### src/rtl/tvsw_pkg.sv
// tvsw_pkg: shared types and constants of the teleop velocity shaper.
// Holds the sequencer state type, register indexes and fixed field widths.
// No dependencies.
package tvsw_pkg;

  localparam int AXIS_BITS_DEF = 16;

  localparam int GAIN_W   = 16;
  localparam int GAIN_FRAC = 14;
  localparam int OUT_FRAC = 12;
  localparam int LLIM_W   = 15;
  localparam int ALIM_W   = 16;
  localparam int TICK_W   = 14;
  localparam int LCMD_W   = 16;
  localparam int ACMD_W   = 17;
  localparam int CMP_W    = 18;   // signed compare width for the clamp
  localparam int CFG_IDX_W  = 3;
  localparam int CFG_DATA_W = 16;

  localparam logic [TICK_W-1:0] TICK_MAX = '1;

  localparam logic [CFG_IDX_W-1:0] CFG_DEADMAN_REQ     = 3'd0;
  localparam logic [CFG_IDX_W-1:0] CFG_LINEAR_LIMIT    = 3'd1;
  localparam logic [CFG_IDX_W-1:0] CFG_ANGULAR_LIMIT   = 3'd2;
  localparam logic [CFG_IDX_W-1:0] CFG_LINEAR_GAIN     = 3'd3;
  localparam logic [CFG_IDX_W-1:0] CFG_ANGULAR_GAIN    = 3'd4;
  localparam logic [CFG_IDX_W-1:0] CFG_TIMEOUT_TICKS   = 3'd5;

  localparam logic [LLIM_W-1:0] LLIM_RST    = 15'd4096;
  localparam logic [ALIM_W-1:0] ALIM_RST    = 16'd4096;
  localparam logic [GAIN_W-1:0] GAIN_RST    = 16'd16384;
  localparam logic [TICK_W-1:0] TIMEOUT_RST = 14'd500;

  typedef enum logic [2:0] {
    S_IDLE,
    S_GT,    // gain * throttle
    S_HI,    // axis * upper half of gain*throttle
    S_LO,    // axis * lower half
    S_FIN,   // accumulate, floor, clamp
    S_DONE   // result waits for the output register
  } state_t;

endpackage

### src/rtl/tvsw_mul.sv
// tvsw_mul: shared signed-by-unsigned multiplier with a registered product.
// Used by the sequencer in the top level; depends on nothing else.
module tvsw_mul #(
  parameter int AW = 17,
  parameter int BW = 16
) (
  input  logic                 clk,
  input  logic signed [AW-1:0] a,
  input  logic        [BW-1:0] b,
  output logic signed [AW+BW:0] prod
);

  logic signed [AW+BW:0] prod_r;

  always_ff @(posedge clk) begin
    prod_r <= a * $signed({1'b0, b});
  end

  assign prod = prod_r;

endmodule

### src/rtl/teleop_velocity_shaper_watchdog.sv
// Teleop velocity shaper with deadman check and tick watchdog.
// Channels: in_* carries either a joystick sample (in_mode 0) or a timer tick
// (in_mode 1); out_* carries velocity commands; cfg_* writes the six
// registers (deadman requirement, linear/angular limit, linear/angular gain,
// timeout_ticks) and is always ready. Write configuration only while idle.
// A sample always yields one command. With the deadman required and not held
// the sample goes straight to S_DONE; otherwise each axis takes four
// sequencer steps around the single shared multiplier
// (gain*throttle, axis*upper half, axis*lower half, then add/floor/clamp),
// and S_DONE then moves the result into the output register.
// in_stall is high from acceptance until the result moves into the output
// register, so no new sample is taken before the previous result is in the
// output register, on the deadman path as well.
// A tick that leaves the watchdog untripped keeps the block idle; one that
// trips it queues a zero command with out_watchdog_stop set in S_DONE, with input stalled.
// A stalled out_* holds its item; the next result waits internally, with
// in_stall high, until the output register frees.
// Reset (rst_n low, synchronous) clears the tick counter, the fired flag and
// out_valid, and loads the register defaults.
module teleop_velocity_shaper_watchdog import tvsw_pkg::*; #(
  parameter int AXIS_BITS = AXIS_BITS_DEF
) (
  input  logic                        clk,
  input  logic                        rst_n,
  input  logic                        in_valid,
  output logic                        in_stall,
  input  logic                        in_mode,
  input  logic signed [AXIS_BITS-1:0] in_linear_axis,
  input  logic                        in_linear_present,
  input  logic signed [AXIS_BITS-1:0] in_angular_axis,
  input  logic                        in_angular_present,
  input  logic signed [AXIS_BITS-1:0] in_throttle_axis,
  input  logic                        in_throttle_present,
  input  logic                        in_deadman_held,
  output logic                        out_valid,
  input  logic                        out_stall,
  output logic signed [LCMD_W-1:0]    out_linear_cmd,
  output logic signed [ACMD_W-1:0]    out_angular_cmd,
  output logic                        out_deadman_state,
  output logic                        out_watchdog_stop,
  input  logic                        cfg_valid,
  output logic                        cfg_ready,
  input  logic [CFG_IDX_W-1:0]        cfg_index,
  input  logic [CFG_DATA_W-1:0]       cfg_data
);

  localparam int AW  = ((AXIS_BITS > GAIN_W) ? AXIS_BITS : GAIN_W) + 1;
  localparam int GTW = AXIS_BITS + GAIN_W;           // gain * throttle
  localparam int HW  = (GTW + 1) / 2;                // low half of it
  localparam int BW  = (AXIS_BITS > HW) ? AXIS_BITS : HW;
  localparam int PRW = AW + BW + 1;
  localparam int PW  = 2 * AXIS_BITS + GAIN_W + 1;   // full product
  localparam int SH  = 2 * (AXIS_BITS - 1) + GAIN_FRAC - OUT_FRAC;

  localparam logic [AXIS_BITS:0] ONE_W = (AXIS_BITS+1)'(1) << (AXIS_BITS - 1);

  // configuration registers
  logic              cfg_req_dm_r;
  logic [LLIM_W-1:0] cfg_llim_r;
  logic [ALIM_W-1:0] cfg_alim_r;
  logic [GAIN_W-1:0] cfg_lgain_r;
  logic [GAIN_W-1:0] cfg_again_r;
  logic [TICK_W-1:0] cfg_timeout_r;

  state_t state_r, state_nxt;
  logic                        axis_sel_r, axis_sel_nxt;
  logic signed [AXIS_BITS-1:0] lin_ax_r, lin_ax_nxt;
  logic signed [AXIS_BITS-1:0] ang_ax_r, ang_ax_nxt;
  logic [AXIS_BITS-1:0]        thr_r, thr_nxt;
  logic [HW-1:0]               gt_lo_r, gt_lo_nxt;
  logic signed [PW-1:0]        acc_r, acc_nxt;
  logic signed [LCMD_W-1:0]    res_lin_r, res_lin_nxt;
  logic signed [ACMD_W-1:0]    res_ang_r, res_ang_nxt;
  logic                        res_dm_r, res_dm_nxt;
  logic                        res_wd_r, res_wd_nxt;
  logic [TICK_W-1:0]           ticks_r, ticks_nxt;
  logic                        fired_r, fired_nxt;

  logic                        out_valid_r, out_valid_nxt;
  logic signed [LCMD_W-1:0]    out_lin_r, out_lin_nxt;
  logic signed [ACMD_W-1:0]    out_ang_r, out_ang_nxt;
  logic                        out_dm_r, out_dm_nxt;
  logic                        out_wd_r, out_wd_nxt;

  logic signed [AW-1:0]  mul_a;
  logic [BW-1:0]         mul_b;
  logic signed [PRW-1:0] prod;

  logic                  in_acc;
  logic [AXIS_BITS:0]    thr_diff;
  logic [AXIS_BITS-1:0]  thr_in;
  logic [TICK_W-1:0]     ticks_inc;
  logic signed [PW-1:0]  sum;
  logic signed [CMP_W-1:0] q, lim, nlim, qc;
  logic signed [AXIS_BITS-1:0] cur_ax;

  tvsw_mul #(.AW(AW), .BW(BW)) u_mul (
    .clk  (clk),
    .a    (mul_a),
    .b    (mul_b),
    .prod (prod)
  );

  assign cfg_ready = 1'b1;
  assign in_stall  = (state_r != S_IDLE);
  assign in_acc    = in_valid && !in_stall;

  always_ff @(posedge clk) begin
    if (!rst_n) begin
      cfg_req_dm_r  <= 1'b1;
      cfg_llim_r    <= LLIM_RST;
      cfg_alim_r    <= ALIM_RST;
      cfg_lgain_r   <= GAIN_RST;
      cfg_again_r   <= GAIN_RST;
      cfg_timeout_r <= TIMEOUT_RST;
    end else if (cfg_valid && cfg_ready) begin
      unique case (cfg_index)
        CFG_DEADMAN_REQ:     cfg_req_dm_r  <= cfg_data[0];
        CFG_LINEAR_LIMIT:    cfg_llim_r    <= cfg_data[LLIM_W-1:0];
        CFG_ANGULAR_LIMIT:   cfg_alim_r    <= cfg_data[ALIM_W-1:0];
        CFG_LINEAR_GAIN:     cfg_lgain_r   <= cfg_data[GAIN_W-1:0];
        CFG_ANGULAR_GAIN:    cfg_again_r   <= cfg_data[GAIN_W-1:0];
        CFG_TIMEOUT_TICKS:   cfg_timeout_r <= cfg_data[TICK_W-1:0];
        default: ;
      endcase
    end
  end

  always_ff @(posedge clk) begin
    if (!rst_n) begin
      state_r     <= S_IDLE;
      axis_sel_r  <= 1'b0;
      ticks_r     <= '0;
      fired_r     <= 1'b0;
      out_valid_r <= 1'b0;
    end else begin
      state_r     <= state_nxt;
      axis_sel_r  <= axis_sel_nxt;
      ticks_r     <= ticks_nxt;
      fired_r     <= fired_nxt;
      out_valid_r <= out_valid_nxt;
    end
  end

  always_ff @(posedge clk) begin
    lin_ax_r  <= lin_ax_nxt;
    ang_ax_r  <= ang_ax_nxt;
    thr_r     <= thr_nxt;
    gt_lo_r   <= gt_lo_nxt;
    acc_r     <= acc_nxt;
    res_lin_r <= res_lin_nxt;
    res_ang_r <= res_ang_nxt;
    res_dm_r  <= res_dm_nxt;
    res_wd_r  <= res_wd_nxt;
    out_lin_r <= out_lin_nxt;
    out_ang_r <= out_ang_nxt;
    out_dm_r  <= out_dm_nxt;
    out_wd_r  <= out_wd_nxt;
  end

  // throttle = (one - t) / 2, never negative so the shift floors
  assign thr_diff  = ONE_W - {in_throttle_axis[AXIS_BITS-1], in_throttle_axis};
  assign thr_in    = in_throttle_present ? thr_diff[AXIS_BITS:1] : ONE_W[AXIS_BITS-1:0];
  assign ticks_inc = (ticks_r == TICK_MAX) ? ticks_r : ticks_r + 1'b1;
  assign cur_ax    = axis_sel_r ? ang_ax_r : lin_ax_r;

  // arithmetic shift floors toward minus infinity
  assign sum  = acc_r + PW'(prod);
  assign q    = CMP_W'($signed(sum[PW-1:SH]));
  assign lim  = axis_sel_r ? $signed(CMP_W'(cfg_alim_r)) : $signed(CMP_W'(cfg_llim_r));
  assign nlim = -lim;
  assign qc   = (q > lim) ? lim : ((q < nlim) ? nlim : q);

  always_comb begin
    state_nxt    = state_r;
    axis_sel_nxt = axis_sel_r;
    lin_ax_nxt   = lin_ax_r;
    ang_ax_nxt   = ang_ax_r;
    thr_nxt      = thr_r;
    gt_lo_nxt    = gt_lo_r;
    acc_nxt      = acc_r;
    res_lin_nxt  = res_lin_r;
    res_ang_nxt  = res_ang_r;
    res_dm_nxt   = res_dm_r;
    res_wd_nxt   = res_wd_r;
    ticks_nxt    = ticks_r;
    fired_nxt    = fired_r;
    out_valid_nxt = out_valid_r && out_stall;
    out_lin_nxt  = out_lin_r;
    out_ang_nxt  = out_ang_r;
    out_dm_nxt   = out_dm_r;
    out_wd_nxt   = out_wd_r;
    mul_a        = AW'(cur_ax);
    mul_b        = BW'(gt_lo_r);

    unique case (state_r)
      S_IDLE: begin
        if (in_acc) begin
          if (in_mode) begin
            ticks_nxt = ticks_inc;
            if (ticks_inc > cfg_timeout_r && !fired_r) begin
              fired_nxt   = 1'b1;
              res_lin_nxt = '0;
              res_ang_nxt = '0;
              res_dm_nxt  = 1'b0;
              res_wd_nxt  = 1'b1;
              state_nxt   = S_DONE;
            end
          end else begin
            ticks_nxt    = '0;
            fired_nxt    = 1'b0;
            res_dm_nxt   = in_deadman_held;
            res_wd_nxt   = 1'b0;
            lin_ax_nxt   = in_linear_present ? in_linear_axis : '0;
            ang_ax_nxt   = in_angular_present ? in_angular_axis : '0;
            thr_nxt      = thr_in;
            axis_sel_nxt = 1'b0;
            if (cfg_req_dm_r && !in_deadman_held) begin
              res_lin_nxt = '0;
              res_ang_nxt = '0;
              state_nxt   = S_DONE;
            end else begin
              state_nxt = S_GT;
            end
          end
        end
      end
      S_GT: begin
        mul_a     = $signed(AW'(axis_sel_r ? cfg_again_r : cfg_lgain_r));
        mul_b     = BW'(thr_r);
        state_nxt = S_HI;
      end
      S_HI: begin
        mul_a     = AW'(cur_ax);
        mul_b     = BW'(prod[GTW-1:HW]);
        gt_lo_nxt = prod[HW-1:0];
        state_nxt = S_LO;
      end
      S_LO: begin
        mul_a     = AW'(cur_ax);
        mul_b     = BW'(gt_lo_r);
        acc_nxt   = PW'(prod) <<< HW;
        state_nxt = S_FIN;
      end
      S_FIN: begin
        if (axis_sel_r) begin
          res_ang_nxt = qc[ACMD_W-1:0];
          state_nxt   = S_DONE;
        end else begin
          res_lin_nxt  = qc[LCMD_W-1:0];
          axis_sel_nxt = 1'b1;
          state_nxt    = S_GT;
        end
      end
      S_DONE: begin
        if (!out_valid_r || !out_stall) begin
          out_valid_nxt = 1'b1;
          out_lin_nxt   = res_lin_r;
          out_ang_nxt   = res_ang_r;
          out_dm_nxt    = res_dm_r;
          out_wd_nxt    = res_wd_r;
          state_nxt     = S_IDLE;
        end
      end
      default: state_nxt = S_IDLE;
    endcase
  end

  assign out_valid          = out_valid_r;
  assign out_linear_cmd     = out_lin_r;
  assign out_angular_cmd    = out_ang_r;
  assign out_deadman_state  = out_dm_r;
  assign out_watchdog_stop  = out_wd_r;

endmodule

### config.mk
export PLATFORM = sky130hd
export DESIGN_NAME = teleop_velocity_shaper_watchdog
export DESIGN_NICKNAME = d
export VERILOG_FILES = /design/src/rtl/tvsw_pkg.sv /design/src/rtl/tvsw_mul.sv /design/src/rtl/teleop_velocity_shaper_watchdog.sv
export SDC_FILE = /design/constraint.sdc
export NUM_CORES = 1
export LEC_CHECK = 0
export ABC_CLOCK_PERIOD_IN_PS = 9100
export BUFFER_PORTS_ARGS = -buffer_cell sky130_fd_sc_hd__buf_2
export CAP_MARGIN = 5
export CORE_MARGIN = 3
export CORE_UTILIZATION = 64
export CTS_CLUSTER_DIAMETER = 150
export DETAILED_ROUTE_END_ITERATION = 6
export GPL_ROUTABILITY_DRIVEN = 0
export GPL_TIMING_DRIVEN = 0
export PLACE_DENSITY = 0.84
export SYNTH_ARGS = -nofsm -noshare
export SYNTH_HDL_FRONTEND = slang
export SYNTH_SLANG_ARGS = --single-unit
export TNS_END_PERCENT = 20
### constraint.sdc
create_clock -name clk -period 9.1 [get_ports clk]
set_clock_uncertainty 0.15 [all_clocks]
set_input_delay 0.91 -clock clk [delete_from_list [all_inputs] [get_ports clk]]
set_output_delay 0.91 -clock clk [all_outputs]
set_load 0.05 [all_outputs]
Word level (Yosys, flattened, before mapping)
Index checks and enable logic that the tools add are counted.
- word-level logic and storage cells: 118
- register bits after elaboration: 299
- output and inout port bits: 38
- add/subtract/negate cells: 4
- bitwise gates (word level): 1
- equality and inequality tests: 19
- multipliers: 1
- $lt $le $gt $ge: 3
- mux-type cells: 37
- reductions and logical operators: 28
- operator list (operator ; number):
    two-way mux 17 bit ; 8
    two-way mux 16 bit ; 8
    case mux 16 bit (2 select lines) ; 2
    adder 49 x 34 -> 49 bit ; 1
    multiplier 17 x 17 -> 34 bit ; 1
    case mux 17 bit (2 select lines) ; 1
    two-way mux 14 bit ; 2
    < comparator 17 x 18 -> 1 bit ; 1
    two-way mux 3 bit ; 6
    negator 16 -> 18 bit ; 1
    case mux 3 bit (6 select lines) ; 1
    greater-than comparator 17 bit ; 1
    subtractor 16 x 17 -> 17 bit, first input constant ; 1
    AND reduction 2 bit ; 8
    adder 14 x 1 -> 14 bit, second input constant ; 1
    == test 14 bit, second input constant ; 1
    greater-than comparator 14 bit ; 1
    == test 3 x 2 -> 1 bit, second input constant ; 4
    == test 3 bit, second input constant ; 4
    AND reduction 3 bit ; 4
    != test 2 bit, second input constant ; 5
    AND reduction 5 bit ; 2
    two-way mux 1 bit ; 8
    == test 3 x 1 -> 1 bit, second input constant ; 2
    other kinds (10) ; 19

Logic depth before layout (Yosys ltp)
- depth in word-level cells: 8
- gate-level depth with buffers: 31
- mapped depth without buffers: 27

Modules after synthesis
From an unflattened synthesis, not the netlist that was laid out.
- cells, all modules: 2515
- area total of the unflattened synthesis: 24991.5 um^2
- modules (own cells, without submodules) (module ; area an instance (um^2) ; instances ; cells each):
    teleop_velocity_shaper_watchdog ; 13721.9 ; 1 ; 1284
    tvsw_mul ; 11269.6 ; 1 ; 1231

Worst setup path before layout
OpenSTA, ideal clock, no wires.
- kind: reg-to-reg
- from: register state_r[0]
- to: register u_mul.prod_r[32] (netlist: u_mul.prod[32])
- arrival: 7.422 ns
- path slack: 1.410 ns
- required time: 8.832 ns
- path buffers: 5
- clock period less this slack: 7.690 ns
- stages on the path, launching flop included: 27
- path through: dfxtp_1 clkbuf_1 nor3b_2 clkbuf_1 clkbuf_1 buf_1 a21o_1 nand2_1 fa_1 fa_1 inv_1 fa_1 fa_1 fa_1 inv_1 fa_1 inv_1 ha_1 clkbuf_1 nand2_1 nor2_1 nand2_1 o221ai_1 o21bai_1 a41o_1 a21oi_1 xnor2_1
- cells in the longest elaborated chain, start to end: 3
- elaborated cells between the ends (all ways): 5
- ends and longest elaborated chain (element ; line ; text):
    start: declaration ; teleop_velocity_shaper_watchdog.sv:65 ; state_t state_r, state_nxt;
    start signal: assignment ; teleop_velocity_shaper_watchdog.sv:137 ; state_r <= state_nxt;
    == test 3 x 2 -> 1 bit / == test 3 x 1 -> 1 bit (equally long branches) ; teleop_velocity_shaper_watchdog.sv:196 ; unique case (state_r)
    case mux 16 bit (2 select lines) / two-way mux 17 bit (equally long branches) ; teleop_velocity_shaper_watchdog.sv:196 ;
    multiplier 17 x 17 -> 34 bit (*) ; tvsw_mul.sv:16 ; prod_r <= a * $signed({1'b0, b});
    end signal: assignment ; tvsw_mul.sv:16 ;
    end: declaration ; tvsw_mul.sv:13 ; logic signed [AW+BW:0] prod_r;
Mark *: on every way between the ends. The rest lies on a longest branch, timed or not.
A chain may end at the register's enable or synchronous reset.

Worst setup path in the final report
- from: register state_r[1]
- to: register u_mul.prod_r[33] (netlist: u_mul.prod[33])
Same word-level chain as after synthesis.

==> flow_summary.toml <==
[floorplanning]
ios = 115
dieWidth_um = 205
number_of_rows_in_the_core_area = 72
die_y_um = 205
fp.coreArea_um2 = 39000
die-area_um2 = 42200
initial_core_util_pct = 65.2

[logic_synthesis]
synth_area_per_cell_um2 = 9.69
synth_compound_area_share_pct = 11.4
fraction_of_registers_with_async_set_or_reset_after_synthesis_pct = 0
synth_warnings = 0
synth-edff-count = 167
yosys-mux-area-fraction_pct = 1.95
yosys.cell_types.count = 81
yosys.area_share.adder_pct = 30.2
yosys.area_share.xor_xnor_pct = 2.79
main_combinational_cell_family_by_area_after_synthesis = "adder cells"
mappedNetlistArea_um2 = 25400
synth_sequential_area_ratio_pct = 30.1
synth_largest_type_area_fraction_pct = 21.9
yosys_most_used_dff = "sky130_fd_sc_hd__edfxtp_1"
postSynthCellCount = 2626
yosys.area.top_type = "sky130_fd_sc_hd__fa_1"
synth_simple_gate_area_share_pct = 16.2
syn_nets = 3150
synth-seq-cells = 299
top_post_synthesis_cells_by_area = "sky130_fd_sc_hd__fa_1, sky130_fd_sc_hd__edfxtp_1, sky130_fd_sc_hd__dfxtp_1"

[setup_path]
critPathMaxStageDelay_ns = 0.60
timing.rr.start = "state_r[1]"
worstPathArrival_ns = 8.98
critical_path.max_fanout = 10
worstSetupStartpoint = "state_r[1]"
crit-reg2reg-capture = "u_mul.prod[33]"
critical_path.most_common_cell = "sky130_fd_sc_hd__fa_1"
path_class = "reg2reg"
setup_slack_of_the_worst_register_to_register_path_ns = 0.43
end_kind = "register"
start_kind = "register"
timing.critical_path.required_ns = 9.41
max_stage_delay_cell_worst_path = "sky130_fd_sc_hd__or3b_2"
rr_worst_depth = 26

[timing]
setup-violations-final = 0
maxSlewHeadroom_pct = 27.1
fin_crit_sh_pct = 95.2
tightestPinTransition_ns = 1.06
tightest_hold_margin_ns = 0.268
timing.final.crit_period_ns = 8.67
worst_path_setup_slack_after_routing_ns = 0.434
rsz_0062_raised_after_global_routing = "false"
report.final.slew_viol_count = 0
achievable-frequency_ghz = 0.115
timing.final.hold_violations = 0

[route]
met3RoutedLength_um = 6340
detailroute.via_count = 20159
drtIter0Drc = 1961
met2_wl_um = 32900
drt_first_pass_iters = 6
routed_via_density = 6.07
postRouteAntennaNets = 0
finalWirelength_um = 68800
routedLengthMet1_um = 25400
count_of_unresolved_drc_violations_after_routing = 0
route.top_layer_used = "met4"
avgRoutedWirePerCell_um = 20.7

[hold_path]
hp-start = "res_lin_r[15]"
min-delay-path-class = "reg2reg"
min_to = "out_linear_cmd[15]"
holdPathStages = 0

[cts]
clk_latency_ns = 0.59
cts_tree = "done"
ctsRootBufferMaster = "sky130_fd_sc_hd__clkbuf_16"
ctsLongestPathBuffers = 3
clock_sinks = 299
htreeDepth = 1
cts_made_buffers = 30
clk_pin_slew_worst_paths_ns = 0.06

[global_route]
number_of_global_route_vias_before_repair = 21409
grt_start_max_net_pins = 36
wire_length_of_the_first_global_routing_pass_um = 111000
overall_track_demand_over_capacity_in_global_routing_pct = 33.5
grt_antenna_before_repair = 3
overflow = 0

[run]
maxCapViolCount = 0

[placed_design]
hpwlAfterDp_um = 54900
post-place-ws_ns = -0.925
port_buffers = 112
placedInstanceArea_um2 = 26700

[finish]
design_area_um2 = 27900
finish.net_count = 3300
final_common_cell = "sky130_fd_sc_hd__nand2_1"
leading_cell_types_in_the_layout_fill_and_taps_excluded = "sky130_fd_sc_hd__nand2_1, sky130_fd_sc_hd__inv_1, sky130_fd_sc_hd__fa_1"
layout-area-overhead-vs-synth_pct = 9.68
final.fill_count = 2694
drive_gt1_share_pct = 9.07

[outcome]
result_of_the_run = "finished clean"
==> kinds of logic (layout without fill, tap and decap cells) <==
group                    after synthesis  count (layout)
buffers and inverters                491             665
XOR/XNOR                              81              81
AO/OA/AOI/OAI                        423             423
multiplexers                          34              34
other                                  1               2
flip-flops                           299             299
adder cells (fa/ha/maj)              447             447
AND/OR/NAND/NOR                      850             850
==> worst max-delay path: cells and delay by family, from the launching register on <==
family,cells,cell delay [ns]
buffers and inverters,7,1.27
adders and majority gates,7,3.55
DFF,1,0.32
muxes,1,0.55
AOI/OAI and AO/OA,5,1.41
and+or+nand+nor,5,1.17
xor gates and xnor gates,1,0.12
==> final cells by class <==
class	instances	area (um2)	share of cell area, %
Timing Repair Buffer	121	641	2.30
Buffer	100	432	1.55
Multi-Input combinational cell	1836	16000	57.4
Inverter	388	1460	5.22
Sequential cell	299	7660	27.4
Antenna cell	1	2.50	0.00897
Clock buffer	44	902	3.23
Tap cell	518	648	2.32
Clock inverter	12	141	0.507
==> what timing repair did <==
action                                  4_1_cts  5_1_grt
pin swaps                                     2        3
endpoints found under the setup margin       14       12
resized for setup                            15       31
hold buffers                                  0        0
buffers inserted                              3        2
==> Yosys cell counts (12+ instances only) <==
library cell	count
sky130_fd_sc_hd__nor3b_1	13
sky130_fd_sc_hd__mux2i_1	19
sky130_fd_sc_hd__a21o_1	46
sky130_fd_sc_hd__nand2_1	394
sky130_fd_sc_hd__nor2_1	99
sky130_fd_sc_hd__xor2_1	17
sky130_fd_sc_hd__o211ai_1	14
sky130_fd_sc_hd__a21boi_0	74
sky130_fd_sc_hd__ha_1	168
sky130_fd_sc_hd__nand3_1	39
sky130_fd_sc_hd__o21ai_0	46
sky130_fd_sc_hd__inv_1	388
sky130_fd_sc_hd__o21a_1	23
sky130_fd_sc_hd__xnor2_1	64
sky130_fd_sc_hd__edfxtp_1	167
sky130_fd_sc_hd__and3_1	19
sky130_fd_sc_hd__nor2b_1	89
sky130_fd_sc_hd__fa_1	279
sky130_fd_sc_hd__dfxtp_1	132
sky130_fd_sc_hd__and2_1	78
sky130_fd_sc_hd__a21oi_1	99
sky130_fd_sc_hd__nand4_1	16
sky130_fd_sc_hd__o31ai_1	19
sky130_fd_sc_hd__nor3_1	35
sky130_fd_sc_hd__nand2b_1	21
sky130_fd_sc_hd__clkbuf_1	94
sky130_fd_sc_hd__or3_1	12
==> sequential cells by signal, indices dropped and copies added, names as in the netlist, 17 cells and up <==
signal	cells
u_mul.prod	34
acc_r	33
res_ang_r	17
out_angular_cmd	17
==> how the worst max path moves through the flow <==
stage | slack (ns) | depth (start not counted) | to
finish | 0.43 | 26 | u_mul.prod[33]
CTS | 0.02 | 26 | u_mul.prod[25]
floorplan | 1.41 | 26 | u_mul.prod[32]
global placement | -0.82 | 27 | u_mul.prod[33]
global route | 0.04 | 26 | u_mul.prod[25]
detailed placement | -0.93 | 27 | u_mul.prod[33]
==> routing by layer <==
metal | GRT usage (%) | up-vias
met3 | 6.17 | 266
li1 | - | 8957
met1 | 41.4 | 9727
met4 | 17.1 | 0
met5 | 0 | -
met2 | 56.6 | 1209
==> per-stage QoR <==
stage / instances / util (%) / TNS (ns)
floorplan: 2626 / - / 0
global placement: 3256 / 68.3 / -4.68
detailed placement: 3260 / 68.5 / -6.67
CTS: 3319 / 71.4 / 0
global route: 3319 / 71.6 / 0
finish: 3319 / 71.6 / 0
Power is not shown: default switching activity piles up to over one toggle a cycle in this logic, so the estimate is an artifact.
